$ cat config.mk
export PLATFORM = sky130hd
export DESIGN_NAME = touch_sweep_gesture_detector_core
export DESIGN_NICKNAME = d
export VERILOG_FILES = /design/src/rtl/tsgd_pkg.sv /design/src/rtl/tsgd_detect.sv /design/src/rtl/tsgd_tap.sv /design/src/rtl/touch_sweep_gesture_detector_core.sv
export SDC_FILE = /design/constraint.sdc
export NUM_CORES = 1
export LEC_CHECK = 0
export ABC_AREA = 1
export ABC_CLOCK_PERIOD_IN_PS = 7800
export BUFFER_PORTS_ARGS = -buffer_cell sky130_fd_sc_hd__buf_2
export CAP_MARGIN = 20
export CORE_MARGIN = 3
export CORE_UTILIZATION = 60
export CTS_BUF_LIST = sky130_fd_sc_hd__clkbuf_8
export DETAILED_ROUTE_END_ITERATION = 10
export GPL_TIMING_DRIVEN = 1
export PLACE_DENSITY = 0.81
export SETUP_SLACK_MARGIN = 0.5
export SLEW_MARGIN = 40
export SYNTH_ARGS = -nofsm -noshare
export SYNTH_HDL_FRONTEND = slang
export SYNTH_SLANG_ARGS = --single-unit
export TNS_END_PERCENT = 100
$ cat constraint.sdc
create_clock -name clk -period 7.8 [get_ports clk]
set_clock_uncertainty 0.15 [all_clocks]
set_input_delay 0.78 -clock clk [delete_from_list [all_inputs] [get_ports clk]]
set_output_delay 0.78 -clock clk [all_outputs]
set_load 0.03 [all_outputs]
$ cat src/rtl/tsgd_pkg.sv
// ----------------------------------------------------------------------------
// tsgd_pkg: shared types and constants of the touch sweep gesture detector
// Event codes, register indexes, swipe box tables and the stage record.
// ----------------------------------------------------------------------------
package tsgd_pkg;

	localparam int IN_COORD_BITS = 12;
	localparam int TB_BITS       = 14;
	localparam int TABLE_SIZE    = 4;
	localparam int DYN_EN_LSB    = 4;
	localparam int TAP_EN_BIT    = 8;
	localparam int PRESS_BITS    = 3;
	localparam int PRESS_SUM_BITS = 4;

	typedef enum logic [2:0] {
		CMD_X          = 3'd0,
		CMD_Y          = 3'd1,
		CMD_SLOT       = 3'd2,
		CMD_LIFT       = 3'd3,
		CMD_SCREEN_ON  = 3'd4,
		CMD_SCREEN_OFF = 3'd5,
		CMD_TICK       = 3'd6
	} cmd_t;

	localparam logic [7:0] CFG_ENABLE_MASK   = 8'd0;
	localparam logic [7:0] CFG_BUTTON_LIMIT  = 8'd1;
	localparam logic [7:0] CFG_STATUS_BAR    = 8'd2;
	localparam logic [7:0] CFG_TAP_WINDOW    = 8'd3;

	typedef logic signed [TB_BITS-1:0] coord_t;

	localparam coord_t SX_LO [3][TABLE_SIZE] = '{
		'{14'sd700, 14'sd0,   14'sd700, 14'sd0},
		'{14'sd350, 14'sd350, 14'sd350, 14'sd350},
		'{14'sd0,   14'sd700, 14'sd0,   14'sd700}
	};
	localparam coord_t SX_HI [3][TABLE_SIZE] = '{
		'{14'sd1280, 14'sd300,  14'sd1280, 14'sd300},
		'{14'sd650,  14'sd650,  14'sd650,  14'sd650},
		'{14'sd300,  14'sd1280, 14'sd300,  14'sd1280}
	};
	localparam coord_t SY_LO [TABLE_SIZE] = '{14'sd1900, 14'sd1900, 14'sd1700, 14'sd1700};
	localparam coord_t SY_HI [TABLE_SIZE] = '{14'sd2400, 14'sd2400, 14'sd1920, 14'sd1920};

	localparam coord_t DX_LO1  = 14'sd800;
	localparam coord_t DX_HI1  = 14'sd1280;
	localparam coord_t DY_LO1  = 14'sd800;
	localparam coord_t DY_HI1  = 14'sd1600;
	localparam coord_t DX_OFF  = -14'sd300;
	localparam coord_t DX_SIZE = 14'sd200;
	localparam coord_t DY_OFF  = 14'sd100;
	localparam coord_t DY_SIZE = 14'sd200;

	typedef struct packed {
		logic [TABLE_SIZE-1:0] s1;
		logic [TABLE_SIZE-1:0] s2;
		logic                  d1;
		logic                  d2;
		coord_t                tx_lo;
		coord_t                tx_hi;
		coord_t                ty_lo;
		coord_t                ty_hi;
	} stage_t;

	typedef struct packed {
		logic tap;
		logic tick;
	} tap_ctrl_t;

	function automatic logic in_box(coord_t x, coord_t y, coord_t xl, coord_t xh,
			coord_t yl, coord_t yh);
		return (x < xh) && (x > xl) && (y < yh) && (y > yl);
	endfunction

	function automatic stage_t clear_stages(stage_t s);
		stage_t r;
		r    = s;
		r.s1 = '0;
		r.s2 = '0;
		r.d1 = 1'b0;
		r.d2 = 1'b0;
		return r;
	endfunction

endpackage

$ cat src/rtl/tsgd_detect.sv
// ----------------------------------------------------------------------------
// tsgd_detect: swipe bank evaluation
// Tests a latched point against the static banks and then the dynamic banks,
// returning the updated stage record and what fired.
// ----------------------------------------------------------------------------
module tsgd_detect
	import tsgd_pkg::*;
#(
	parameter int STATIC_BANK_COUNT  = 4,
	parameter int DYNAMIC_BANK_COUNT = 1,
	parameter int LATCH_BITS         = 12
) (
	input  logic [LATCH_BITS-1:0]     x,
	input  logic [LATCH_BITS-1:0]     y,
	input  logic [8:0]                enable_mask,
	input  stage_t                    stage_in,
	output stage_t                    stage_out,
	output logic [PRESS_SUM_BITS-1:0] presses,
	output logic [TABLE_SIZE-1:0]     static_fired,
	output logic                      dynamic_fired
);

	coord_t cx;
	coord_t cy;
	stage_t st;
	logic [PRESS_SUM_BITS-1:0] pr;
	logic [TABLE_SIZE-1:0]     sf;
	logic                      df;

	assign cx = coord_t'({{(TB_BITS-LATCH_BITS){1'b0}}, x});
	assign cy = coord_t'({{(TB_BITS-LATCH_BITS){1'b0}}, y});

	always_comb begin
		st = stage_in;
		pr = '0;
		sf = '0;
		df = 1'b0;
		for (int i = 0; i < TABLE_SIZE; i++) begin
			if (i < STATIC_BANK_COUNT && enable_mask[i]) begin
				if (st.s1[i] || in_box(cx, cy, SX_LO[0][i], SX_HI[0][i], SY_LO[i], SY_HI[i])) begin
					st.s1[i] = 1'b1;
					if (st.s2[i] ||
							in_box(cx, cy, SX_LO[1][i], SX_HI[1][i], SY_LO[i], SY_HI[i])) begin
						st.s2[i] = 1'b1;
						if (in_box(cx, cy, SX_LO[2][i], SX_HI[2][i], SY_LO[i], SY_HI[i])) begin
							pr    = PRESS_SUM_BITS'(pr + 1'b1);
							sf[i] = 1'b1;
							st    = clear_stages(st);
						end
					end
				end
			end
		end
		for (int j = 0; j < TABLE_SIZE; j++) begin
			if (j < DYNAMIC_BANK_COUNT && enable_mask[DYN_EN_LSB + j]) begin
				if (st.d1 || in_box(cx, cy, DX_LO1, DX_HI1, DY_LO1, DY_HI1)) begin
					if (!st.d1) begin
						st.d1    = 1'b1;
						st.tx_lo = cx + DX_OFF;
						st.tx_hi = st.tx_lo + DX_SIZE;
						st.ty_lo = cy + DY_OFF;
						st.ty_hi = st.ty_lo + DY_SIZE;
					end
					if (st.d2 || in_box(cx, cy, st.tx_lo, st.tx_hi, st.ty_lo, st.ty_hi)) begin
						if (!st.d2) begin
							st.d2    = 1'b1;
							st.tx_lo = cx + DX_OFF;
							st.tx_hi = st.tx_lo + DX_SIZE;
							st.ty_lo = cy + DY_OFF;
							st.ty_hi = st.ty_lo + DY_SIZE;
						end
						if (in_box(cx, cy, st.tx_lo, st.tx_hi, st.ty_lo, st.ty_hi)) begin
							pr = PRESS_SUM_BITS'(pr + 1'b1);
							df = 1'b1;
							st = clear_stages(st);
						end
					end
				end
			end
		end
	end

	assign stage_out     = st;
	assign presses       = pr;
	assign static_fired  = sf;
	assign dynamic_fired = df;

endmodule

$ cat src/rtl/tsgd_tap.sv
// ----------------------------------------------------------------------------
// tsgd_tap: status bar double tap timer
// Arms on a first status bar lift, fires on a second one and disarms when
// the tick countdown runs out.
// ----------------------------------------------------------------------------
module tsgd_tap
	import tsgd_pkg::*;
(
	input  logic        clk,
	input  logic        arst_n,
	input  tap_ctrl_t   ctrl,
	input  logic [15:0] window,
	output logic        armed,
	output logic        fire
);

	logic        armed_q;
	logic [15:0] count_q;

	always_ff @(posedge clk or negedge arst_n) begin
		if (!arst_n) begin
			armed_q <= 1'b0;
			count_q <= '0;
		end else if (ctrl.tap) begin
			if (armed_q) begin
				armed_q <= 1'b0;
			end else begin
				armed_q <= 1'b1;
				count_q <= window;
			end
		end else if (ctrl.tick && armed_q) begin
			if (count_q <= 16'd1) begin
				count_q <= '0;
				armed_q <= 1'b0;
			end else begin
				count_q <= count_q - 16'd1;
			end
		end
	end

	assign armed = armed_q;
	assign fire  = ctrl.tap && armed_q;

endmodule

$ cat src/rtl/touch_sweep_gesture_detector_core.sv
// ----------------------------------------------------------------------------
// touch_sweep_gesture_detector_core: touch gesture to power key detector
// Latches touch points, tracks swipe banks and the status bar double tap.
// ----------------------------------------------------------------------------
// Touch events arrive on the s_ stream: s_tuser carries the event code and
// s_tdata the coordinate for X and Y events. Every accepted event yields
// exactly one result request on the m_ stream with the press count and the
// banks that fired, all zero when the event caused nothing.
// Each event is evaluated in the cycle it is accepted and the result sits in
// the output register on the next cycle; one event is taken every cycle
// while the receiver keeps up. Evaluation is the single combinational pass
// over the bank comparators between the state and result registers.
// s_tready is high whenever the output register is empty or being drained,
// so a stalled receiver holds its result and stops further events only once
// the register is full. Registers are written on the cfg channel, which is
// always ready; writes are expected while no event is in flight.
// Reset clears all gesture state, the latch and the tap timer and loads the
// register reset values; no clearing pass follows.
// ----------------------------------------------------------------------------
module touch_sweep_gesture_detector_core
	import tsgd_pkg::*;
#(
	parameter int STATIC_BANK_COUNT  = 4,
	parameter int DYNAMIC_BANK_COUNT = 1,
	parameter int COORD_BITS         = 12
) (
	input  logic        clk,
	input  logic        arst_n,
	input  logic        s_tvalid,
	output logic        s_tready,
	input  logic [15:0] s_tdata,   // coord_value[11:0], zero padding
	input  logic [2:0]  s_tuser,   // command[2:0]
	output logic        m_tvalid,
	input  logic        m_tready,
	output logic [15:0] m_tdata,   // press_count[2:0], static_fired[6:3],
	                               // dynamic_fired[7], double_tap_fired[8], padding
	input  logic        cfg_valid,
	output logic        cfg_ready,
	input  logic [7:0]  cfg_index,
	input  logic [15:0] cfg_data
);

	localparam int LATCH_BITS = (COORD_BITS < IN_COORD_BITS) ? COORD_BITS : IN_COORD_BITS;

	logic [8:0]  enable_mask_q;
	logic [11:0] button_limit_q;
	logic [11:0] status_bar_q;
	logic [15:0] tap_window_q;

	logic [LATCH_BITS-1:0] latched_x_q;
	logic [LATCH_BITS-1:0] latched_y_q;
	logic                  x_seen_q;
	logic                  y_seen_q;
	logic                  screen_off_q;
	stage_t                stage_q;

	logic                  m_valid_q;
	logic [15:0]           m_data_q;

	logic                  accept;
	cmd_t                  cmd;
	logic                  active;
	logic [LATCH_BITS-1:0] coord;
	logic [11:0]           latched_y_ext;

	logic [LATCH_BITS-1:0] nx;
	logic [LATCH_BITS-1:0] ny;
	logic                  nxs;
	logic                  nys;
	logic                  nscr;
	logic                  do_detect;
	stage_t                stage_d;

	stage_t                    det_stage;
	logic [PRESS_SUM_BITS-1:0] det_presses;
	logic [TABLE_SIZE-1:0]     det_static;
	logic                      det_dynamic;

	tap_ctrl_t             tap_ctrl;
	logic                  tap_armed;
	logic                  tap_fire;
	logic [PRESS_BITS-1:0] press_out;
	logic [15:0]           result;

	assign accept        = s_tvalid && s_tready;
	assign s_tready      = !m_valid_q || m_tready;
	assign cmd           = cmd_t'(s_tuser);
	assign active        = enable_mask_q != 9'd0;
	assign coord         = s_tdata[LATCH_BITS-1:0];
	assign latched_y_ext = {{(IN_COORD_BITS-LATCH_BITS){1'b0}}, latched_y_q};
	assign cfg_ready     = 1'b1;

	always_comb begin
		nx        = latched_x_q;
		ny        = latched_y_q;
		nxs       = x_seen_q;
		nys       = y_seen_q;
		nscr      = screen_off_q;
		do_detect = 1'b0;
		stage_d   = stage_q;
		case (cmd)
			CMD_X: begin
				if (active) begin
					nx  = coord;
					nxs = 1'b1;
				end
			end
			CMD_Y: begin
				if (active) begin
					ny  = coord;
					nys = 1'b1;
				end
			end
			CMD_SLOT: begin
				if (active) begin
					stage_d = clear_stages(stage_q);
				end
			end
			CMD_LIFT: begin
				if (active && latched_y_ext < button_limit_q) begin
					stage_d = clear_stages(stage_q);
				end
			end
			CMD_SCREEN_ON: begin
				nscr = 1'b0;
			end
			CMD_SCREEN_OFF: begin
				nscr = 1'b1;
			end
			default: begin
			end
		endcase
		if ((cmd == CMD_X || cmd == CMD_Y) && active && nxs && nys) begin
			nxs = 1'b0;
			nys = 1'b0;
			if (!screen_off_q) begin
				do_detect = 1'b1;
				stage_d   = det_stage;
			end
		end
	end

	tsgd_detect #(
		.STATIC_BANK_COUNT (STATIC_BANK_COUNT),
		.DYNAMIC_BANK_COUNT(DYNAMIC_BANK_COUNT),
		.LATCH_BITS        (LATCH_BITS)
	) u_detect (
		.x            (nx),
		.y            (ny),
		.enable_mask  (enable_mask_q),
		.stage_in     (stage_q),
		.stage_out    (det_stage),
		.presses      (det_presses),
		.static_fired (det_static),
		.dynamic_fired(det_dynamic)
	);

	assign tap_ctrl.tap  = accept && cmd == CMD_LIFT && active && enable_mask_q[TAP_EN_BIT]
		&& latched_y_ext <= status_bar_q && !screen_off_q;
	assign tap_ctrl.tick = accept && cmd == CMD_TICK;

	tsgd_tap u_tap (
		.clk   (clk),
		.arst_n(arst_n),
		.ctrl  (tap_ctrl),
		.window(tap_window_q),
		.armed (tap_armed),
		.fire  (tap_fire)
	);

	always_comb begin
		press_out = {{(PRESS_BITS-1){1'b0}}, tap_fire};
		if (do_detect) begin
			press_out = det_presses[PRESS_SUM_BITS-1] ? {PRESS_BITS{1'b1}}
				: det_presses[PRESS_BITS-1:0];
		end
		result = {7'd0, tap_fire, do_detect && det_dynamic,
			do_detect ? det_static : {TABLE_SIZE{1'b0}}, press_out};
	end

	always_ff @(posedge clk or negedge arst_n) begin
		if (!arst_n) begin
			enable_mask_q  <= '0;
			button_limit_q <= 12'd1900;
			status_bar_q   <= 12'd80;
			tap_window_q   <= 16'd800;
		end else if (cfg_valid && cfg_ready) begin
			case (cfg_index)
				CFG_ENABLE_MASK:  enable_mask_q  <= cfg_data[8:0];
				CFG_BUTTON_LIMIT: button_limit_q <= cfg_data[11:0];
				CFG_STATUS_BAR:   status_bar_q   <= cfg_data[11:0];
				CFG_TAP_WINDOW:   tap_window_q   <= cfg_data;
				default: begin
				end
			endcase
		end
	end

	always_ff @(posedge clk or negedge arst_n) begin
		if (!arst_n) begin
			latched_x_q  <= '0;
			latched_y_q  <= '0;
			x_seen_q     <= 1'b0;
			y_seen_q     <= 1'b0;
			screen_off_q <= 1'b0;
			stage_q      <= '0;
		end else if (accept) begin
			latched_x_q  <= nx;
			latched_y_q  <= ny;
			x_seen_q     <= nxs;
			y_seen_q     <= nys;
			screen_off_q <= nscr;
			stage_q      <= stage_d;
		end
	end

	always_ff @(posedge clk or negedge arst_n) begin
		if (!arst_n) begin
			m_valid_q <= 1'b0;
		end else if (accept) begin
			m_valid_q <= 1'b1;
		end else if (m_tready) begin
			m_valid_q <= 1'b0;
		end
	end

	always_ff @(posedge clk) begin
		if (accept) begin
			m_data_q <= result;
		end
	end

	assign m_tvalid = m_valid_q;
	assign m_tdata  = m_data_q;

	a_tap_alone: assert property (@(posedge clk) disable iff (!arst_n)
		m_valid_q && m_data_q[8] |-> m_data_q[2:0] == 3'd1 && m_data_q[7:3] == 5'd0)
		else $error("double tap result carries other firings");

	a_fired_counts: assert property (@(posedge clk) disable iff (!arst_n)
		m_valid_q && m_data_q[8:3] != 6'd0 |-> m_data_q[2:0] != 3'd0)
		else $error("firing reported without a press");

	a_bank_range: assert property (@(posedge clk) disable iff (!arst_n)
		m_valid_q |-> (m_data_q[6:3] >> STATIC_BANK_COUNT) == 4'd0)
		else $error("firing reported for an absent static bank");

	a_slot_clears: assert property (@(posedge clk) disable iff (!arst_n)
		accept && cmd == CMD_SLOT && active |=>
			stage_q.s1 == '0 && stage_q.s2 == '0 && !stage_q.d1 && !stage_q.d2)
		else $error("slot change left gesture stages set");

	a_disarm_cause: assert property (@(posedge clk) disable iff (!arst_n)
		$fell(tap_armed) |-> $past(tap_ctrl.tap || tap_ctrl.tick))
		else $error("double tap disarmed without a lift or tick");

endmodule
==> qor.txt <==
status = completed
Adder-Cell Fraction of Synth Area = 10.6%
post-synthesis sequential area ratio = 31.1%
Final Instance Count excl. Fillers = 2387
FMAX = 145 MHz
placed instance area = 14300 um^2
critical path required time = 7.99 ns
Ant. Diodes = 0
Initial Util = 62.1%
CP dominant cell by count = nand2_1
initial drt markers = 1263
Mapped Avg Cell Area = 6.77 um^2
Worst-Skew Late Latency = 0.49 ns
cts bufs inserted = 17
vias = 13.9k
final setup margin = 0.923 ns
critical path class = reg -> reg
post-synthesis xor/xnor area fraction = 1.78%
Die Y = 157 um
Syn Std Cell Area = 13800 um^2
DPL Wire Length = 27300 um
Finished Cell Area = 15200 um^2
# port buffers = 54
core area = 22200 um^2
Die Area = 24800 um^2
post-route clock period utilization = 88.2%
post-synth top area cell = dfrtp_1
Worst path slowest cell = dfrtp_2
TNS Setup = 0 ns
GPL Wtd Cong = 0.970
final hold vios = 0
CP Buf/Inv Count = 4
Worst Path Arrival = 7.06 ns
Worst path max stage delay = 0.47 ns
initial antenna violation count = 0
crit path launch type = flop
Final Power = 4.56 mW
critical path capture point type = flop
largest family of logic cells by synthesized area = simple AND/OR/NAND/NOR gates
drt total wl = 38400 um
Worst Max-Slew Pin Slew = 0.813 ns
setup violators final = 0
VDD IR max = 0.000167 V
total of max-cap violations = 0
Synth Area in Simple Gates = 30.4%
Top delay family on crit path = simple AND/OR/NAND/NOR gates
# clock sinks = 169
pin count of the biggest net entering global routing = 101
TritonCTS clock tree = done
FP Rows = 54
Area Growth Syn to Fin = 10.6%
Async SR Flop Fraction = 94.7%
hold_ws = 0.332 ns
Routed Antenna Nets = 0
PD cells = 299 nW/um^2
Vias/cell = 5.81
Total GRT Usage = 31.1%
DR WL/cell = 16.1 um
Compound-Gate Fraction of Synth Area = 16.1%
fin nets = 2259
root buffer cell = clkbuf_8
RSZ-0062 raised after global routing = false
IO Count = 67
Slew Viols, Final = 0
Synth top area share = 26.9%
layout cells sized above 1 = 12.6%
Ys Warns = 0
H-tree levels = 4
number of global-route vias before repair = 13.0k
#FFs+latches synth = 169
grt ovf = 0
shortest period the worst path allows = 6.88 ns
DRC = 0
Slew HR = 45.6%
CP max FO = 9
Post-Synthesis Cells = 2034
first-pass GRT wire length = 62400 um
Leak = 7.96 nW
Finished Core Util = 68.7%
synth top area cells = dfrtp_1 27%, nand2_1 17%, ha_1 11%, inv_1 6.2%, o21ai_0 6.1%
class of the worst hold path = reg -> reg
Worst-path clk slew = 0.10 ns
post-synthesis mux area share = 0.400%
# placed instances = 2322
synth unique cells = 65
DR pass1 iterations = 6
Top FF cell, synth = dfrtp_1
EDFF count, synth = 9
clock tree buffer depth = 2
Place WS = 0.00723 ns
Die W = 157 um
## timing repair
action                                 CTS  global route
buffers inserted                         6            24
pin swaps                                3            17
endpoints found under the hold margin    0             6
gates cloned                             0             1
resized for setup                        5            74
hold buffers                             0             1
setup endpoints to repair               65            70
## cell families (layout without fill, tap and decap cells)
logic type | Yosys count | in the layout
XOR/XNOR | 28 | 28
AND/OR/NAND/NOR | 1006 | 1006
adder cells (fa/ha/maj) | 117 | 117
multiplexers | 5 | 5
other | 2 | 8
AO/OA/AOI/OAI | 385 | 386
flip-flops | 169 | 169
buffers and inverters | 322 | 388
## final cells by class
cell class / instances / area [um^2]
clock buffer: 17 / 234
clock inverter: 15 / 171
fill: 1903 / 6930
inverter: 243 / 926
multi-input combinational: 1550 / 8450
sequential: 169 / 4290
tap: 280 / 350
timing repair buffer: 113 / 803
## state kept, by name (all words and copies together) (netlist names)
signal / cells
button_limit_q: 12
u_tap.armed: 1
enable_mask_q: 9
stage_q: 66
screen_off_q: 1
m_tdata: 9
u_tap.count_q: 16
x_seen_q: 1
status_bar_q: 12
m_tvalid: 1
tap_window_q: 16
y_seen_q: 1
latched_y_ext: 12
latched_x_q: 12
## worst register-to-register path, delay by kind of cell (launching register included)
kind | cells | cell delay (ns)
buf+inv | 4 | 0.60
fa+ha+maj | 1 | 0.30
simple gates | 33 | 3.75
compound gates | 11 | 1.47
flops | 1 | 0.47
## per-layer routing
metal / part of all wire [%] / vias up / track usage (%)
met5: 0 / - / 0
met4: 2.3 / 0 / 10.5
met3: 7.1 / 74 / 5.00
met2: 46 / 529 / 51.5
met1: 44 / 6492 / 41.6
li1: - / 6784 / -
## power breakdown
group / internal (mW) / leakage (nW) / total, mW / switching, mW
clock: 0.270 / 0.201 / 0.664 / 0.393
combinational: 0.995 / 5.72 / 2.87 / 1.87
sequential: 0.964 / 2.04 / 1.03 / 0.0641
total: 2.23 / 7.96 / 4.56 / 2.33
## Yosys cell counts (4+ instances only)
cell,number
a211oi_1,5
a21oi_1,86
a21oi_2,4
a22oi_1,12
a31oi_1,9
buf_1,5
buf_2,18
buf_4,14
clkbuf_1,40
dfrtp_1,148
dfstp_2,12
edfxtp_1,9
ha_1,117
inv_1,228
inv_2,12
mux2_2,4
nand2_1,638
nand2_2,13
nand3_1,153
nand4_1,20
nor2_1,137
nor2_2,9
nor3_1,10
o211ai_1,11
o21a_1,7
o21ai_0,168
o21ai_1,38
o21bai_1,7
o221ai_1,4
o22ai_1,5
o31ai_1,4
or2_2,8
xnor2_1,5
xor2_1,23
## final timing paths
check,start,end,slack [ns],cells after the start
setup / recovery,enable_mask_q[0]$_DFFE_PN0P_,stage_q[58]$_DFFE_PN0P_,0.92,49
hold / removal,stage_q[21]$_DFFE_PN0P_,stage_q[21]$_DFFE_PN0P_,0.33,2
setup reg to reg,enable_mask_q[0]$_DFFE_PN0P_,stage_q[58]$_DFFE_PN0P_,0.92,49
hold reg to reg,stage_q[21]$_DFFE_PN0P_,stage_q[21]$_DFFE_PN0P_,0.33,2
max in group asynchronous,arst_n,stage_q[5]$_DFFE_PN0P_,5.44,4
min in group asynchronous,arst_n,u_tap.count_q[10]$_DFFE_PN0P_,0.59,2
## cell usage in the layout (no fill, tap or decap), drive strengths merged, types with 2 or more instances in the layout
master / Yosys / layout
dfrtp: 148 / 148
o21a: 7 / 7
a221oi: 2 / 2
nand3b: 2 / 2
o221ai: 4 / 4
nor3: 10 / 10
o211a: 2 / 2
clkbuf: 40 / 18
a211oi: 5 / 5
o21bai: 10 / 11
buf: 39 / 111
mux2: 4 / 4
nand3: 157 / 157
a31oi: 9 / 9
clkinv: 3 / 6
xor2: 23 / 23
o211ai: 11 / 11
and2: 2 / 2
or2: 8 / 8
a21oi: 90 / 90
o31ai: 4 / 4
a22oi: 12 / 12
a21o: 2 / 2
nor2: 148 / 148
nor4: 3 / 3
ha: 117 / 117
edfxtp: 9 / 9
clkinvlp: 0 / 3
o22ai: 5 / 5
nand4: 20 / 20
conb: 2 / 8
a41oi: 2 / 2
nand2: 652 / 652
inv: 240 / 248
a2111oi: 2 / 2
o311ai: 2 / 2
xnor2: 5 / 5
dfstp: 12 / 12
o21ai: 209 / 209
No activity file was read; power rests on OpenSTA's default activity.
